$ cat src/hw/rtl/cel_pkg.sv
`timescale 1ns / 1ps

package cel_pkg;

   typedef enum logic {
      FUNC_RECORD = 1'b0,
      FUNC_READ   = 1'b1
   } func_type;

   // one ring slot as it sits in memory
   typedef struct packed {
      logic [7:0]  category;
      logic [15:0] code;
      logic [31:0] sequence_num;
   } entry_type;

   localparam int ENTRY_W = $bits(entry_type);

endpackage

$ cat src/hw/rtl/cel_if.sv
`timescale 1ns / 1ps

interface cel_req_if;
   logic       valid;
   logic       ready;
   logic       func;
   logic [7:0] event_category;
   logic [15:0] event_code;
   logic [7:0] read_index;

   modport source (output valid, func, event_category, event_code, read_index,
                   input ready);
   modport sink (input valid, func, event_category, event_code, read_index,
                 output ready);
endinterface

interface cel_rsp_if;
   logic        valid;
   logic        ready;
   logic        hit;
   logic [7:0]  out_category;
   logic [15:0] out_code;
   logic [31:0] seq_number;
   logic [31:0] total_count;
   logic [7:0]  visible_count;

   modport source (output valid, hit, out_category, out_code, seq_number,
                   total_count, visible_count, input ready);
   modport sink (input valid, hit, out_category, out_code, seq_number,
                 total_count, visible_count, output ready);
endinterface

$ cat src/hw/rtl/circular_event_log_top.sv
`timescale 1ns / 1ps
// a request word passes the pending stage and then the output register before its result word is offered
// throughput: one request word per cycle while the response side keeps ready high
// the slot memory has one write and one read port: a record writes, a read that hits reads, one per item
// reset clears the pointer, the running total and both valid flags
// slot memory is not cleared: no slot can be read before it has been written

module circular_event_log_top #(
   parameter int RING_DEPTH = 16
) (
   input logic    clock,
   input logic    reset,
   cel_req_if.sink   req_ch,
   cel_rsp_if.source rsp_ch
);

   localparam int AW = (RING_DEPTH > 1) ? $clog2(RING_DEPTH) : 1;
   localparam logic [AW-1:0] LAST_SLOT = AW'(RING_DEPTH - 1);
   localparam logic [31:0]   DEPTH_32  = 32'(RING_DEPTH);
   localparam logic [8:0]    DEPTH_9   = 9'(RING_DEPTH);
   localparam logic [7:0]    DEPTH_8   = 8'(RING_DEPTH);

   // ring state
   logic [AW-1:0] wp_ff, wp_in;
   logic [31:0]   total_ff, total_in;

   // pending stage: one item whose memory read may be in flight
   logic          pend_valid_ff, pend_valid_in;
   logic          pend_read_ff;
   logic          pend_hit_ff;
   logic [7:0]    pend_cat_ff;
   logic [15:0]   pend_code_ff;
   logic [31:0]   pend_seq_ff;
   logic [31:0]   pend_total_ff;
   logic [7:0]    pend_vis_ff;

   // output register
   logic          out_valid_ff, out_valid_in;
   logic          out_hit_ff;
   logic [7:0]    out_cat_ff;
   logic [15:0]   out_code_ff;
   logic [31:0]   out_seq_ff;
   logic [31:0]   out_total_ff;
   logic [7:0]    out_vis_ff;

   logic          pend_adv;
   logic          accept;
   logic          is_record;
   logic [31:0]   total_inc;
   logic [7:0]    vis_now;
   logic [7:0]    vis_after;
   logic          read_hit;
   logic [AW-1:0] oldest;
   logic [8:0]    idx_sum;
   logic [8:0]    idx_wrap;
   logic [AW-1:0] rd_slot;

   cel_pkg::entry_type wr_entry;
   cel_pkg::entry_type rd_entry;
   logic [cel_pkg::ENTRY_W-1:0] rd_raw;

   // visible count saturates at the ring size
   function automatic logic [7:0] vis_of(input logic [31:0] total);
      logic [7:0] vis;
      vis = (total >= DEPTH_32) ? DEPTH_8 : total[7:0];
      return vis;
   endfunction

   // handshake: pending stage drains when the output register is free or being taken
   assign pend_adv     = !out_valid_ff || rsp_ch.ready;
   assign req_ch.ready = !pend_valid_ff || pend_adv;
   assign accept       = req_ch.valid && req_ch.ready;
   assign is_record    = (req_ch.func == cel_pkg::FUNC_RECORD);

   assign total_inc = total_ff + 32'd1;
   assign vis_now   = vis_of(total_ff);
   assign vis_after = vis_of(total_inc);
   assign read_hit  = (req_ch.read_index < vis_now);

   // oldest slot is zero until the ring has wrapped, then the write pointer
   assign oldest   = (total_ff <= DEPTH_32) ? '0 : wp_ff;
   assign idx_sum  = {{(9 - AW){1'b0}}, oldest} + {1'b0, req_ch.read_index};
   assign idx_wrap = (idx_sum >= DEPTH_9) ? (idx_sum - DEPTH_9) : idx_sum;
   assign rd_slot  = idx_wrap[AW-1:0];

   assign wr_entry.category     = req_ch.event_category;
   assign wr_entry.code         = req_ch.event_code;
   assign wr_entry.sequence_num = total_inc;

   // record writes at accept; a read issued in a later cycle already sees it
   cel_ram #(
      .WIDTH(cel_pkg::ENTRY_W),
      .DEPTH(RING_DEPTH)
   ) u_slots (
      .clock   (clock),
      .wr_en   (accept && is_record),
      .wr_addr (wp_ff),
      .wr_data (wr_entry),
      .rd_en   (accept && !is_record && read_hit),
      .rd_addr (rd_slot),
      .rd_data (rd_raw)
   );

   assign rd_entry = cel_pkg::entry_type'(rd_raw);

   always_comb begin
      wp_in    = wp_ff;
      total_in = total_ff;
      if (accept && is_record) begin
         total_in = total_inc;
         wp_in    = (wp_ff == LAST_SLOT) ? '0 : wp_ff + AW'(1);
      end
   end

   always_comb begin
      if (accept) begin
         pend_valid_in = 1'b1;
      end else if (pend_adv) begin
         pend_valid_in = 1'b0;
      end else begin
         pend_valid_in = pend_valid_ff;
      end
      out_valid_in = pend_adv ? pend_valid_ff : 1'b1;
   end

   // control state
   always_ff @(posedge clock) begin
      if (reset) begin
         wp_ff         <= '0;
         total_ff      <= '0;
         pend_valid_ff <= 1'b0;
         out_valid_ff  <= 1'b0;
      end else begin
         wp_ff         <= wp_in;
         total_ff      <= total_in;
         pend_valid_ff <= pend_valid_in;
         out_valid_ff  <= out_valid_in;
      end
   end

   // pending payload; a miss carries zero fields
   always_ff @(posedge clock) begin
      if (accept) begin
         pend_read_ff <= !is_record;
         if (is_record) begin
            pend_hit_ff   <= 1'b1;
            pend_cat_ff   <= req_ch.event_category;
            pend_code_ff  <= req_ch.event_code;
            pend_seq_ff   <= total_inc;
            pend_total_ff <= total_inc;
            pend_vis_ff   <= vis_after;
         end else begin
            pend_hit_ff   <= read_hit;
            pend_cat_ff   <= '0;
            pend_code_ff  <= '0;
            pend_seq_ff   <= '0;
            pend_total_ff <= total_ff;
            pend_vis_ff   <= vis_now;
         end
      end
   end

   // output payload: read hits take the slot memory data
   always_ff @(posedge clock) begin
      if (pend_adv && pend_valid_ff) begin
         out_hit_ff   <= pend_hit_ff;
         out_total_ff <= pend_total_ff;
         out_vis_ff   <= pend_vis_ff;
         if (pend_read_ff && pend_hit_ff) begin
            out_cat_ff  <= rd_entry.category;
            out_code_ff <= rd_entry.code;
            out_seq_ff  <= rd_entry.sequence_num;
         end else begin
            out_cat_ff  <= pend_cat_ff;
            out_code_ff <= pend_code_ff;
            out_seq_ff  <= pend_seq_ff;
         end
      end
   end

   assign rsp_ch.valid         = out_valid_ff;
   assign rsp_ch.hit           = out_hit_ff;
   assign rsp_ch.out_category  = out_cat_ff;
   assign rsp_ch.out_code      = out_code_ff;
   assign rsp_ch.seq_number    = out_seq_ff;
   assign rsp_ch.total_count   = out_total_ff;
   assign rsp_ch.visible_count = out_vis_ff;

endmodule

$ cat src/hw/rtl/cel_ram.sv
`timescale 1ns / 1ps

module cel_ram #(
   parameter int WIDTH = 8,
   parameter int DEPTH = 16
) (
   input  logic                     clock,
   input  logic                     wr_en,
   input  logic [$clog2(DEPTH)-1:0] wr_addr,
   input  logic [WIDTH-1:0]         wr_data,
   input  logic                     rd_en,
   input  logic [$clog2(DEPTH)-1:0] rd_addr,
   output logic [WIDTH-1:0]         rd_data
);

   logic [WIDTH-1:0] mem_ff [DEPTH];
   logic [WIDTH-1:0] rd_data_ff;

   always_ff @(posedge clock) begin
      if (wr_en) begin
         mem_ff[wr_addr] <= wr_data;
      end
      if (rd_en) begin
         rd_data_ff <= mem_ff[rd_addr];
      end
   end

   assign rd_data = rd_data_ff;

endmodule

$ cat src/flat_wrapper.sv
// flat-port wrapper written by rule: the top's interface ports become plain ports
module circular_event_log_top_flat 
#(
   parameter int RING_DEPTH = 16
)
  (clock, reset, req_ch_valid, req_ch_func, req_ch_event_category, req_ch_event_code, req_ch_read_index, req_ch_ready, rsp_ch_valid, rsp_ch_hit, rsp_ch_out_category, rsp_ch_out_code, rsp_ch_seq_number, rsp_ch_total_count, rsp_ch_visible_count, rsp_ch_ready);
  cel_req_if req_ch_i ();
  cel_rsp_if rsp_ch_i ();
  input logic clock;
  input logic reset;
  input wire logic [$bits(req_ch_i.valid)-1:0] req_ch_valid;
  input wire logic [$bits(req_ch_i.func)-1:0] req_ch_func;
  input wire logic [$bits(req_ch_i.event_category)-1:0] req_ch_event_category;
  input wire logic [$bits(req_ch_i.event_code)-1:0] req_ch_event_code;
  input wire logic [$bits(req_ch_i.read_index)-1:0] req_ch_read_index;
  output wire logic [$bits(req_ch_i.ready)-1:0] req_ch_ready;
  output wire logic [$bits(rsp_ch_i.valid)-1:0] rsp_ch_valid;
  output wire logic [$bits(rsp_ch_i.hit)-1:0] rsp_ch_hit;
  output wire logic [$bits(rsp_ch_i.out_category)-1:0] rsp_ch_out_category;
  output wire logic [$bits(rsp_ch_i.out_code)-1:0] rsp_ch_out_code;
  output wire logic [$bits(rsp_ch_i.seq_number)-1:0] rsp_ch_seq_number;
  output wire logic [$bits(rsp_ch_i.total_count)-1:0] rsp_ch_total_count;
  output wire logic [$bits(rsp_ch_i.visible_count)-1:0] rsp_ch_visible_count;
  input wire logic [$bits(rsp_ch_i.ready)-1:0] rsp_ch_ready;
  assign req_ch_i.valid = req_ch_valid;
  assign req_ch_i.func = req_ch_func;
  assign req_ch_i.event_category = req_ch_event_category;
  assign req_ch_i.event_code = req_ch_event_code;
  assign req_ch_i.read_index = req_ch_read_index;
  assign req_ch_ready = req_ch_i.ready;
  assign rsp_ch_valid = rsp_ch_i.valid;
  assign rsp_ch_hit = rsp_ch_i.hit;
  assign rsp_ch_out_category = rsp_ch_i.out_category;
  assign rsp_ch_out_code = rsp_ch_i.out_code;
  assign rsp_ch_seq_number = rsp_ch_i.seq_number;
  assign rsp_ch_total_count = rsp_ch_i.total_count;
  assign rsp_ch_visible_count = rsp_ch_i.visible_count;
  assign rsp_ch_i.ready = rsp_ch_ready;
  circular_event_log_top #(.RING_DEPTH(RING_DEPTH)) u_core (.clock(clock), .reset(reset), .req_ch(req_ch_i), .rsp_ch(rsp_ch_i));
endmodule
$ cat config.mk
export PLATFORM = sky130hd
export DESIGN_NAME = circular_event_log_top_flat
export DESIGN_NICKNAME = d
export VERILOG_FILES = /design/src/hw/rtl/cel_pkg.sv /design/src/hw/rtl/cel_if.sv /design/src/hw/rtl/circular_event_log_top.sv /design/src/hw/rtl/cel_ram.sv /design/src/flat_wrapper.sv
export SDC_FILE = /design/constraint.sdc
export NUM_CORES = 1
export LEC_CHECK = 0
export BUFFER_PORTS_ARGS = -buffer_cell sky130_fd_sc_hd__buf_2
export CAP_MARGIN = 20
export CORE_MARGIN = 3
export CORE_UTILIZATION = 55
export CTS_BUF_LIST = sky130_fd_sc_hd__clkbuf_8
export DETAILED_ROUTE_END_ITERATION = 10
export PLACE_DENSITY = 0.71
export SETUP_SLACK_MARGIN = 0.05
export SLEW_MARGIN = 20
export SYNTH_ARGS = -nofsm -noshare
export SYNTH_HDL_FRONTEND = slang
export SYNTH_SLANG_ARGS = --single-unit
$ cat constraint.sdc
create_clock -name clock -period 7.7 [get_ports clock]
set_clock_uncertainty 0.2 [all_clocks]
set_input_delay 0 -clock clock [delete_from_list [all_inputs] [get_ports clock]]
set_output_delay 0 -clock clock [all_outputs]
set_load 0.01 [all_outputs]
==> impl_summary.txt <==
----------------------------------------------------
[Status]
  Status ... finished, final reports clean

[Clock tree]
  Total clock buffers created by CTS ... between 150 and 200
  Clock tree from TritonCTS ... done
  Clock insertion delay at the later pin of the skew report ... a little over 0.8 ns
  H-tree level count ... 4
  Worst-case clock buffer depth ... 3
  Number of buffers added to fix hold violations after cts ... 70
  Clock edge transition at the registers on the reported setup and hold paths ... around 0.06 ns
  Root buf cell ... sky130_fd_sc_hd__clkbuf_8
  Number of clock sinks ... around 1200
  Post-cts sizing count ... 0
  Post-CTS Setup Bufs ... 0

[Critical path]
  Cell mode on critical path ... sky130_fd_sc_hd__mux4_2
  Required time of the worst setup path ... 8.04 ns
  Delay-heaviest family, CP ... adder cells
  CP Buf/Inv Count ... 2
  CP max FO ... 42
  Worst path arrival time ... ~5.7 ns
  Worst Path Class, Setup ... flip-flop to flip-flop
  Sequence of cells on the critical path ... inv_1, ha_1, nand2_1, a2111oi_2, nor2_1, ha_4, fa_4, buf_4, mux4_2, mux4_2
  Slowest cell on the critical path ... sky130_fd_sc_hd__fa_4
  Nature of the critical path endpoint ... flip-flop
  Maximum cell stage delay along the critical path ... around 1.2 ns
  Element type at the critical path start ... flip-flop

[Synth]
  Async set-reset flop share out of synthesis ... 0%
  Compound-cell area share of the yosys netlist ... 0.803%
  Synth top area share ... between 70% and 80%
  Xor and xnor area share after synthesis ... 1.65%
  Average footprint of a synthesized cell ... roughly 21 µm²
  Part of the Yosys area used for sequential elements ... 77.1%
  Number of distinct library cells after synthesis ... 57
  Synth Area in Adders ... 0.483%
  Main flop type after synthesis ... sky130_fd_sc_hd__edfxtp_1
  Cells after synthesis ... about 2100
  Area of the mapped netlist ... about 46000 µm²
  Cell type contributing the most total cell area after synthesis ... sky130_fd_sc_hd__edfxtp_1
  Leading post-synthesis cells by cell area ... sky130_fd_sc_hd__edfxtp_1, sky130_fd_sc_hd__mux4_2, sky130_fd_sc_hd__dfxtp_1
  Mux contribution to synthesized area ... between 10% and 20%
  Synthesized-area fraction occupied by and/or/nand/nor cells ... 3.40%
  Combinational family with the most area after synthesis ... multiplexers
  Count of flip-flops with a built-in enable after synthesis ... 1147
  Synth Register Bits ... 1185
  Yosys warns ... 0

[Layout]
  Most used cells in the layout excluding fill and tap cells ... sky130_fd_sc_hd__edfxtp_1, sky130_fd_sc_hd__mux4_2, sky130_fd_sc_hd__clkbuf_8
  Most common cell after layout, fill and taps aside ... sky130_fd_sc_hd__edfxtp_1
  Count of nets after finishing ... around 2500
  Area added between synthesis and finish ... 13.8%
  Layout cell share with drive strength beyond 1 ... a little under a third

[Global route]
  Number of antenna violations at the first check in global routing ... 1
  Number of global-route vias before repair ... approximately 23000
  Wire length of the first global-routing pass ... 149000 µm
  Overall overflow remaining after global route ... 0
  Global-route total usage across every layer ... 23.6%
  Pin count of the biggest net entering global routing ... 84

[Pwr]
  Pwr Total ... between 10 and 15 mW
  Peak supply drop ... about 0.16 mV
  Total leakage power ... 17.7 nW
  Power per standard cell area ... roughly 240 nW/µm²

[Run]
  Total of max-cap violations ... 0

[Floorplanning]
  Overall die width ... slightly below 300 µm
  Die ar. ... about 86000 µm²
  Height of the die ... between 200 and 300 µm
  Core Footprint ... around 82000 µm²
  Row Count ... between 100 and 150
  Initial cell density of the core ... between 50% and 60%
  Top-Level Pins ... about 140

[STA]
  Final Cycle Share ... between 60% and 70%
  Final-report setup violation count ... 0
  RSZ-0062 raised after global routing ... false
  Sum of negative setup slack ... 0 ns
  Number of hold violations in the final report ... 0
  Worst slew slack as a fraction of its limit ... 31.1%
  Pins over their slew limit ... 0
  Worst Max-Slew Pin Slew ... slightly above 1 ns
  Highest Clock Rate ... 0.189 GHz
  Period minus WS final ... around 5.3 ns

[Detailed routing]
  Iter 0 DRT Violations ... around 2500
  Post-DR vias/cell ... approximately 6.0
  Detailed-route DRC error count ... 0
  Via count ... between 20000 and 25000
  Number of optimization iterations in the first detailed-route pass ... 8
  Antenna violation net count after detailed routing ... 0
  Routed wire length per instance ... around 27 µm
  WL final ... between 90000 and 100000 µm

[Placed design]
  Total of buffers placed on input and output ports ... around 140
  Routability Congestion ... between 0.8 and 0.9
  Detail Placement HPWL ... about 51000 µm

[Worst hold path]
  Path type of the worst min-delay path ... input pin to flip-flop

----------------------------------------------------
## worst paths after layout
| path | startpoint | to | slack (ns) | cells after the start |
|---|---|---|---|---|
| setup / recovery | u_core.total_ff[0]$_SDFFE_PP0P_ | u_core.u_slots.rd_data[8]$_DFFE_PP_ | 2.40 | 10 |
| hold / removal | req_ch_read_index[6] | u_core.u_slots.rd_data[0]$_DFFE_PP_ | 0.08 | 6 |
| setup reg to reg | u_core.total_ff[0]$_SDFFE_PP0P_ | u_core.u_slots.rd_data[8]$_DFFE_PP_ | 2.40 | 10 |
| hold reg to reg | u_core.pend_total_ff[0]$_DFFE_PP_ | u_core.rsp_ch.total_count[0]$_DFFE_PP_ | 0.21 | 0 |
## worst min-delay path: cells and delay by family
family | cells | cell delay, ns
AO/OA/AOI/OAI | 2 | 0.26
adder cells (fa/ha/maj) | 1 | 0.13
AND/OR/NAND/NOR | 1 | 0.04
buffers and inverters | 2 | 0.40
## synthesized netlist by cell type (2+ instances only)
cell / n
sky130_fd_sc_hd__mux4_2: 280
sky130_fd_sc_hd__nand3_1: 21
sky130_fd_sc_hd__a211oi_1: 2
sky130_fd_sc_hd__nand3b_1: 2
sky130_fd_sc_hd__a31oi_1: 3
sky130_fd_sc_hd__or4_1: 3
sky130_fd_sc_hd__dfxtp_1: 38
sky130_fd_sc_hd__mux2_2: 56
sky130_fd_sc_hd__buf_2: 16
sky130_fd_sc_hd__nor4_1: 8
sky130_fd_sc_hd__and2_1: 2
sky130_fd_sc_hd__clkbuf_1: 91
sky130_fd_sc_hd__nor3_1: 24
sky130_fd_sc_hd__or3_1: 21
sky130_fd_sc_hd__inv_2: 2
sky130_fd_sc_hd__buf_1: 15
sky130_fd_sc_hd__edfxtp_1: 1147
sky130_fd_sc_hd__xor2_1: 39
sky130_fd_sc_hd__a21oi_1: 22
sky130_fd_sc_hd__conb_1: 2
sky130_fd_sc_hd__nand2_1: 47
sky130_fd_sc_hd__xnor2_1: 45
sky130_fd_sc_hd__inv_1: 20
sky130_fd_sc_hd__and4_1: 3
sky130_fd_sc_hd__or2_2: 3
sky130_fd_sc_hd__nor2_1: 79
sky130_fd_sc_hd__nor4_2: 4
sky130_fd_sc_hd__nor2b_1: 52
sky130_fd_sc_hd__o21ai_0: 18
sky130_fd_sc_hd__ha_1: 16
sky130_fd_sc_hd__nand4_1: 15
sky130_fd_sc_hd__nand2b_1: 6
sky130_fd_sc_hd__a21boi_0: 2
## through the flow
stage	instances	instance area (µm²)	hold WS (ns)	worst slack, ns	util, %
floorplan	2132	45600	-0.101	1.85	-
global route	3677	51900	0.0717	2.16	63.2
detailed placement	3273	47900	0.0489	2.43	58.3
finish	3677	51900	0.0817	2.40	63.2
CTS	3676	51900	0.00426	2.40	63.2
global placement	3272	47800	0.0245	2.58	58.2
## state kept, by name, summed over array words and instances (netlist names)
signal / cells
u_core.u_slots.mem_ff: 896
u_core.u_slots.rd_data: 56
u_core.pend_seq_ff: 32
u_core.pend_total_ff: 32
u_core.rsp_ch.seq_number: 32
u_core.rsp_ch.total_count: 32
u_core.total_ff: 32
u_core.pend_code_ff: 16
u_core.rsp_ch.out_code: 16
u_core.pend_cat_ff: 8
u_core.pend_vis_ff: 8
u_core.rsp_ch.out_category: 8
u_core.rsp_ch.visible_count: 8
u_core.wp_ff: 4
u_core.pend_hit_ff: 1
u_core.pend_read_ff: 1
u_core.pend_valid_ff: 1
u_core.rsp_ch.hit: 1
u_core.rsp_ch.valid: 1
## layer usage
layer	vias up	wire (µm)	global-route usage [%]
met3	167	7780	4.85
met4	0	1950	6.54
met1	11600	40100	33.1
li1	9382	-	-
met2	1074	49600	38.3
met5	-	0	0
## cell type report
cell class | instances | area (µm²)
multi-input combinational | 802 | 10100
inverter | 22 | 85.1
sequential | 1185 | 35200
clock buffer | 185 | 2550
tap | 1070 | 1340
clock inverter | 148 | 769
fill | 5484 | 30200
antenna | 1 | 2.50
timing repair buffer | 264 | 1860
## power breakdown
part           total [mW]  switching, mW  internal, mW
sequential           7.18         0.0292          7.15
combinational       0.631          0.344         0.287
clock                4.73           2.35          2.38
total                12.5           2.73          9.82
## cells by family (layout without fill, tap and decap cells)
family	count (synthesis)	after routing
xor gates and xnor gates	85	85
other	2	7
and+or+nand+nor	296	296
AOI/OAI and AO/OA	60	60
buffers and inverters	145	619
adders and majority gates	17	17
muxes	338	338
DFF	1185	1185
(Power assumes the default switching activity.)
